## config.mk

```make
export PLATFORM = sky130hd
export DESIGN_NAME = sbo_axis_span
export DESIGN_NICKNAME = d
export VERILOG_FILES = /design/src/design/sbo_pkg.sv /design/src/design/sbo_axis_span.sv
export SDC_FILE = /design/constraint.sdc
export NUM_CORES = 1
export LEC_CHECK = 0
export ABC_CLOCK_PERIOD_IN_PS = 13000
export BUFFER_PORTS_ARGS = -buffer_cell sky130_fd_sc_hd__buf_4
export CAP_MARGIN = 40
export CORE_AREA = 2 2 133 135
export CTS_BUF_LIST = sky130_fd_sc_hd__clkbuf_16
export DETAILED_ROUTE_END_ITERATION = 8
export DIE_AREA = 0 0 135 137
export PLACE_DENSITY = 0.83
export SYNTH_ARGS = -nofsm -noshare
export SYNTH_HDL_FRONTEND = slang
export SYNTH_SLANG_ARGS = --single-unit
```

## constraint.sdc

```tcl
create_clock -name clk -period 13 [get_ports clk]
set_clock_uncertainty 0.15 [all_clocks]
set_input_delay 1.3 -clock clk [delete_from_list [all_inputs] [get_ports clk]]
set_output_delay 1.3 -clock clk [all_outputs]
set_load 0.01 [all_outputs]
```

## src/design/sbo_pkg.sv

```systemverilog
// Package for the sphere/box overlap classifier: result codes, register
// indexes and the stage-enable bundle. No dependencies.
`default_nettype none

package sbo_pkg;

	typedef enum logic [1:0] {
		REL_OUTSIDE    = 2'd0,
		REL_INTERSECTS = 2'd1,
		REL_INSIDE     = 2'd2
	} relation_t;

	localparam int CFG_INDEX_W = 3;

	typedef enum logic [CFG_INDEX_W-1:0] {
		CFG_CENTER_X = 3'd0,
		CFG_CENTER_Y = 3'd1,
		CFG_CENTER_Z = 3'd2,
		CFG_RADIUS   = 3'd3
	} cfg_index_t;

	// Load enables, one per pipeline stage
	typedef struct packed {
		logic s1;
		logic s2;
		logic s3;
		logic s4;
		logic s5;
	} pipe_en_t;

endpackage

`default_nettype wire

```

## src/design/sbo_axis_span.sv

```systemverilog
// One axis of the classifier: nearest and farthest distance from the centre
// to the box span, registered into stage 1. Depends on sbo_pkg.
`default_nettype none

module sbo_axis_span #(
	parameter int COORD_WIDTH = 32
) (
	input  wire                        clk,
	input  sbo_pkg::pipe_en_t          en,
	input  wire  [COORD_WIDTH-1:0]     center,
	input  wire  [COORD_WIDTH-1:0]     box_min,
	input  wire  [COORD_WIDTH-1:0]     box_max,
	output logic [COORD_WIDTH:0]       near_s1,
	output logic [COORD_WIDTH:0]       far_s1
);
	import sbo_pkg::*;

	localparam int D = COORD_WIDTH + 1;

	logic signed [D-1:0] dlo;
	logic signed [D-1:0] dhi;
	logic [D-1:0]        alo;
	logic [D-1:0]        ahi;
	logic [D-1:0]        near_d;

	always_comb begin
		dlo = $signed({box_min[COORD_WIDTH-1], box_min}) - $signed({center[COORD_WIDTH-1], center});
		dhi = $signed({box_max[COORD_WIDTH-1], box_max}) - $signed({center[COORD_WIDTH-1], center});
		alo = dlo[D-1] ? D'(-dlo) : D'(dlo);
		ahi = dhi[D-1] ? D'(-dhi) : D'(dhi);
		// centre below min: min-centre; above max: centre-max
		priority if (!dlo[D-1] && (dlo != '0)) begin
			near_d = D'(dlo);
		end else if (dhi[D-1]) begin
			near_d = ahi;
		end else begin
			near_d = '0;
		end
	end

	always_ff @(posedge clk) begin
		if (en.s1) begin
			near_s1 <= near_d;
			far_s1  <= (alo > ahi) ? alo : ahi;
		end
	end

endmodule

`default_nettype wire

```

==> impl_metrics.ini <==
[status]
status = complete, no violations

[power]
powerDensity_nw_per_um2 = 144
vdd_drop_max_mv = 0.158
p_leak_nw = 4.92

[sta]
hold_viol = 0
finalSetupViolCount = 0
period_needed_ns = 8.14
drv_slew = 0
fin_crit_sh_pct = 62.6
tns_ns = 0
timing.fmax_ghz = 0.123
slew_headroom_pct = 42.3
rsz0062_at_grt = false
worstMarginPinSlew_ns = 0.855

[routing]
ant_nets = 0
drt_wl_total_mm = 24.8
drc = 0
drtIter0Drc = 902
num_vias = 9055
dr.pass1.iters = 6
wire_per_inst_um = 16.6
viasPerCell = 6.04

[finish]
fin_util_pct = 64.2
drive_above_1_share_pct = 17.3
diodes = 0
final_net_count = 1470
synthToLayoutAreaGrowth_pct = 18.3

[setup_path]
cp_data_required_time_ns = 12.92
cpMostUsedCell = a21o_1
cp.arrival_ns = 8.06
worstSetupStartpointType = input port
crit_path_max_incr_delay_ns = 0.50
path_class = in -> reg
endpoint_kind = flip-flop
cp_max_fo = 31
setup.worst_path.start = center[7]
slowest_stage = or4b_1
cp-endpoint = far_s1[32]

[synthesis]
synth_top_area_cell = edfxtp_1
postSynth.asyncResetShare_pct = 0
synth_edf_count = 66
syn_nets = 1326
syn_avg_cell_area_um2 = 8.23
yosys_register_bits = 66
ys_types = 91
synth_flop_cell = edfxtp_1
synthTopCellsByCount = 98 x inv_1, 97 x ha_1, 93 x nand2_1, 82 x a21oi_1, 72 x nor2_1
synth_top_area_share_pct = 21.4
synthTopCellsByArea = edfxtp_1 21%, ha_1 13%, xnor2_1 5.6%
netlist_area_um2 = 9260
ys_seq_area_share_pct = 21.4
yosysMostFrequentCell = inv_1
yosys_warnings = 0
netlist_instances = 1125

[cts]
root_buffer = clkbuf_16
cts_buffers = 9
cts_tree = yes
cts.repair.resized = 0
postCtsSetupBuffers = 0
hold_buffers = 0
clkTransAtPathRegs_ns = 0.06
clkSinkCount = 66
h-tree-depth = 3
clockBufferDepth = 2

[hold_path]
hold_class = in -> reg

[placed_design]
dp_hpwl_mm = 20.4
port_buffers = 163
place.gp.congestion = 0.944

[die]
core_area_um2 = 17100
dieArea_um2 = 18500
start_util_pct = 54.3
die_h_um = 137
dieWidth_um = 135
pin_count = 168
rows = 48

[grt]
grt_pass1_vias = 8197
grt_use_total_pct = 26.6
grt_pass1_wl_mm = 40.1
grt_max_degree = 67
overflow = 0
antenna_found_initial = 0

[job]
cap_viol_max_count = 0
power by group:
group	switching, mW	internal, mW	total (mW)
registers	0.0201	0.341	0.361
logic	0.558	0.424	0.982
clock network	0.0854	0.147	0.233
total	0.664	0.912	1.58
worst min path at each step:
stage / from / end / slack (ns) / depth (start not counted)
after floorplan: en[4] / far_s1[0] / 1.26 / 0
after global placement: near_s1[26] / near_s1[26] / 1.56 / 1
after detailed placement: near_s1[12] / near_s1[12] / 1.56 / 1
after CTS: center[0] / far_s1[0] / 1.39 / 3
after global routing: center[0] / far_s1[0] / 1.43 / 3
final: center[0] / far_s1[0] / 1.40 / 3
critical path: cells and delay by family:
kind,cells,cell delay [ns]
xor+xnor,1,0.28
fa+ha+maj,2,0.70
compound gates,12,2.59
simple gates,9,2.36
mux,1,0.37
buf+inv,3,0.45
state kept, by name (all words and copies together) (netlist names):
register and cells:
near_s1 33, far_s1 33
routing by layer:
metal	vias up	track usage, %	wire length, um
li1	4462	-	-
met1	4166	39.8	11900
met2	398	41.4	10700
met3	29	2.81	1860
met4	0	5.96	332
met5	-	0	0
area by class of cell:
class	instances	area, um2
inverter	99	372
clock buffer	9	225
tap	225	282
timing repair buffer	167	1250
clock inverter	7	70.1
sequential	66	1980
fill	1506	6100
multi-input combinational	926	6770
logic make-up after synthesis:
group / count (synthesis) / share of synthesized area (%)
AND/OR/NAND/NOR: 329 / 18.4
multiplexers: 41 / 4.48
adder cells (fa/ha/maj): 101 / 13.7
flip-flops: 66 / 21.4
buffers and inverters: 133 / 5.73
AO/OA/AOI/OAI: 350 / 26.1
XOR/XNOR: 105 / 10.2
cell usage in the layout (no fill, tap or decap), types with 12 or more instances in the layout:
cell,instances
nor2_1,72
a21oi_1,82
nor3_1,21
o21a_1,20
nor2b_1,12
and2_1,13
xnor2_1,59
ha_1,97
o211ai_1,12
xor2_1,43
a31oi_1,16
nand2_1,93
edfxtp_1,66
a21o_1,35
nand3_1,21
mux2i_1,37
a211oi_1,14
nand2b_1,20
o31ai_1,30
nand4_1,15
o21ai_0,54
inv_1,98
buf_4,167
through the flow:
step	area (um2)	total power [mW]	instances	hold WS [ns]	setup WS (ns)
floorplan	9260	1.05	1125	1.26	5.92
global placement	10700	1.30	1483	1.56	4.72
detailed placement	10700	1.33	1483	1.56	4.65
CTS	11000	1.57	1499	1.39	4.93
global route	11000	1.69	1499	1.43	4.30
finish	11000	1.58	1499	1.40	4.86
No activity file was read; power rests on OpenSTA's default activity.
