File: src/design/sbo_pkg.sv
// Package for the sphere/box overlap classifier: result codes, register
// indexes and the stage-enable bundle. No dependencies.
`default_nettype none

package sbo_pkg;

	typedef enum logic [1:0] {
		REL_OUTSIDE    = 2'd0,
		REL_INTERSECTS = 2'd1,
		REL_INSIDE     = 2'd2
	} relation_t;

	localparam int CFG_INDEX_W = 3;

	typedef enum logic [CFG_INDEX_W-1:0] {
		CFG_CENTER_X = 3'd0,
		CFG_CENTER_Y = 3'd1,
		CFG_CENTER_Z = 3'd2,
		CFG_RADIUS   = 3'd3
	} cfg_index_t;

	// Load enables, one per pipeline stage
	typedef struct packed {
		logic s1;
		logic s2;
		logic s3;
		logic s4;
		logic s5;
	} pipe_en_t;

endpackage

`default_nettype wire

File: src/design/sbo_square.sv
// Exact square of an unsigned value, split into half-width partial products
// (stage 2) and recombined (stage 3). Depends on sbo_pkg.
`default_nettype none

module sbo_square #(
	parameter int VAL_WIDTH = 33
) (
	input  wire                          clk,
	input  sbo_pkg::pipe_en_t            en,
	input  wire  [VAL_WIDTH-1:0]         val,
	output logic [2*VAL_WIDTH-1:0]       sq_s3
);
	import sbo_pkg::*;

	localparam int L  = VAL_WIDTH / 2;
	localparam int H  = VAL_WIDTH - L;
	localparam int SQ = 2 * VAL_WIDTH;

	logic [H-1:0]     vh;
	logic [L-1:0]     vl;
	logic [2*H-1:0]   hh_s2;
	logic [H+L-1:0]   hl_s2;
	logic [2*L-1:0]   ll_s2;

	assign vh = val[VAL_WIDTH-1:L];
	assign vl = val[L-1:0];

	always_ff @(posedge clk) begin
		if (en.s2) begin
			hh_s2 <= (2*H)'(vh) * (2*H)'(vh);
			hl_s2 <= (H+L)'(vh) * (H+L)'(vl);
			ll_s2 <= (2*L)'(vl) * (2*L)'(vl);
		end
	end

	always_ff @(posedge clk) begin
		if (en.s3) begin
			sq_s3 <= (SQ'(hh_s2) << (2*L)) + (SQ'(hl_s2) << (L+1)) + SQ'(ll_s2);
		end
	end

endmodule

`default_nettype wire

File: config.mk
export PLATFORM = sky130hd
export DESIGN_NAME = sbo_square
export DESIGN_NICKNAME = d
export VERILOG_FILES = /design/src/design/sbo_pkg.sv /design/src/design/sbo_square.sv
export SDC_FILE = /design/constraint.sdc
export NUM_CORES = 2
export LEC_CHECK = 0
export BUFFER_PORTS_ARGS = -buffer_cell sky130_fd_sc_hd__buf_2
export CAP_MARGIN = 20
export CORE_ASPECT_RATIO = 0.6
export CORE_MARGIN = 3
export CORE_UTILIZATION = 35
export CTS_CLUSTER_DIAMETER = 200
export CTS_CLUSTER_SIZE = 14
export DETAILED_ROUTE_END_ITERATION = 7
export PLACE_DENSITY = 0.47
export SKIP_LAST_GASP = 1
export SYNTH_ARGS = -nofsm -noshare
export SYNTH_HDL_FRONTEND = slang
export SYNTH_SLANG_ARGS = --single-unit
File: constraint.sdc
create_clock -name clk -period 10.75 [get_ports clk]
set_clock_uncertainty 0.05 [all_clocks]
set_input_delay 0.5375 -clock clk [delete_from_list [all_inputs] [get_ports clk]]
set_output_delay 0.5375 -clock clk [all_outputs]
set_load 0.01 [all_outputs]
==> summary.md <==
| Metric | Value |
|---|---|
| Status | `finished clean` |
| CP bufs+invs | `4` |
| TritonCTS Sinks | `162` |
| Prevailing post-synth register cell | `edfxtp_1` |
| Fraction of layout instances using a drive strength above 1 | `5.30%` |
| Fin util | `38.1%` |
| Clock-pin slew on the worst setup and hold paths | `100 ps` |
| Slowest cell on crit path | `fa_1` |
| Clock tree from TritonCTS | `built` |
| Area Growth Syn to Fin | `7.50%` |
| Placer Congestion | `0.814` |
| Hold WC Path Type | `reg2reg` |
| Commonest non-fill, non-tap cells in the layout | `inv_1, fa_1, nand2_1` |
| Slew Limit Headroom | `33.4%` |
| Post-Route Setup TNS | `0 ps` |
| Slew @ Worst Pin | `999 ps` |
| Clk buf depth | `2` |
| Port buffer count | `100` |
| Worst setup SP type | `input pin` |
| RSZ-0062 raised after global routing | `false` |
| Worst path top cell family by delay | `adder cells` |
| Critical path's most frequent cell | `fa_1` |
| Vias | `20700` |
| Distinct cell type count after synthesis | `65` |
| # rows | `84` |
| Async S/R FF share, synth | `0%` |
| Die height | `237 µm` |
| Crit Path Category | `in2reg` |
| Worst setup EP type | `flop` |
| Die area | `0.0927 mm²` |
| WL final | `80700 µm` |
| Post-synthesis sequential area ratio | `15.6%` |
| Leading cell type in the layout, fill and taps excluded | `inv_1` |
| Number of diodes | `0` |
| Final setup vio count | `0` |
| Pin count of the biggest net entering global routing | `52` |
| Final Cycle Share | `68.9%` |
| Initial cell density of the core | `35.4%` |
| Crit path DAT | `7630 ps` |
| Chip width | `391 µm` |
| Crit path max fanout | `29` |
| Min Clock Period, post-route | `7400 ps` |
| DP HPWL | `62300 µm` |
| GRT overflow | `0` |
| Fillers | `8922` |
| Worst path cell trace | `buf_2 > inv_1 > nor2_1 > fa_1 > fa_1 > fa_1 > fa_1 > fa_1 > inv_1 > fa_1 > inv_1 > ha_1 > nand3_1 > or2_2 > a211o_1 > o21ai_1 > a41oi_1 > o21ai_1 > mux2i_1 > a2111o_1` |
| Max Cap Viol | `0` |
| Warnings from Yosys | `0` |
| Number of synthesized flops with an enable pin | `162` |
| Vias in the first global route | `21300` |
| Nets | `4236` |
| Routed Antenna Nets | `0` |
| # IOs | `105` |
| Fmax | `135 MHz` |
| Initial drt markers | `1197` |
| DRC | `0` |
| Initial DRT Pass Iterations | `5` |
| H-tree depth | `4` |
| Gr usage total | `18.3%` |
| Routed vias/inst | `4.63` |
| Post-synthesis cell area | `0.0311 mm²` |
| Hold_buf cts | `0` |
| CP peak stage delay | `580 ps` |
| Number of buffers created by CTS | `17` |
| Initial antenna violation count | `4` |
| Avg Inst Size Synth | `9.57 µm²` |
| Clock Latency Late Sink | `510 ps` |
| # resized after CTS | `0` |
| Critical Path RT | `10970 ps` |
| Syn nets | `4202` |
| Post-CTS Setup Bufs | `0` |
| Fin. Hold Viols | `0` |
| Final Max Tran Viols | `0` |
| First-pass GRT wire length | `129000 µm` |
| Post-Syn Instances | `3252` |
| Core ar. | `0.0879 mm²` |
| Root buf cell | `clkbuf_16` |
| Flops & latches, synth | `162` |
| DR WL/cell | `18.1 µm` |
## synthesized netlist by cell type, drive strengths merged (14+ instances only)
cell,count,share of area [%]
inv,784,9.5
fa,563,36
nand2,359,4.3
ha,348,14
and2,200,4.0
edfxtp,162,16
nor2,111,1.3
clkbuf,107,1.3
xnor2,106,3.0
a21oi,103,1.7
o21ai,62,1.0
a21o,55,1.3
xor2,38,1.1
nand3,30,0.48
nor2b,25,0.50
and3,18,0.36
nor3,18,0.29
o21bai,18,0.43
nand2b,16,0.32
a211oi,15,0.39
a31oi,14,0.33
## final timing paths
check,end,startpoint,cells past startpoint,slack (ps)
worst min register to register,sq_s3[15],ll_s2[15],0,350
worst max register to register,sq_s3[51],ll_s2[17],12,6900
worst min-delay path,sq_s3[15],ll_s2[15],0,350
worst max-delay path,hl_s2[30],val[13],20,3350
## metrics by stage
stage               cells  cell area (µm²)  hold slack, ps  setup slack (ps)
floorplan            3252            31100             350              3990
global placement     4426            32800             352              2790
detailed placement   4426            32800             356              2810
CTS                  4458            33400             359              3360
global route         4460            33500             362              3030
finish               4460            33500             353              3350
## worst reg2reg max path, stage by stage (launching register included)
cell and delay (ps):
edfxtp_1 340, ha_1 190, inv_1 70, fa_1 390, nand2b_1 170, a211oi_1 340
o21a_1 230, o21ai_1 110, a31oi_1 550, a311o_1 520, a31oi_4 270, nand2b_1 250
xnor2_1 120
## layer usage
metal / vias to the layer above / track usage, % / routed length (µm)
met5: - / 0 / 13
met4: 2 / 2.50 / 552
met3: 23 / 4.64 / 5420
met2: 406 / 22.6 / 28700
met1: 10200 / 31.2 / 46000
li1: 10100 / - / -
## cell families after synthesis
kind of cell,Yosys count,share of synthesized area (%)
compound gates,326,6.81
xor+xnor,144,4.05
fa+ha+maj,911,50.2
buf+inv,896,10.8
flops,162,15.6
mux,4,0.137
other cells,1,0.0120
simple gates,808,12.3
## flip-flops by register name, indices dropped and copies added, names as in the netlist
register and count:
hh_s2 33, ll_s2 31, hl_s2 33, sq_s3 65
## layout make-up
class / count / area, µm² / area share (%)
Clock buffer: 18 / 429 / 1.28
Tap cell: 1161 / 1450 / 4.34
Timing Repair Buffer: 125 / 697 / 2.08
Multi-Input combinational cell: 2194 / 22900 / 68.4
Clock inverter: 14 / 171 / 0.512
Sequential cell: 162 / 4860 / 14.5
Inverter: 786 / 2950 / 8.82
Power is not shown: default switching activity piles up to over one toggle a cycle in this logic, so the estimate is an artifact.
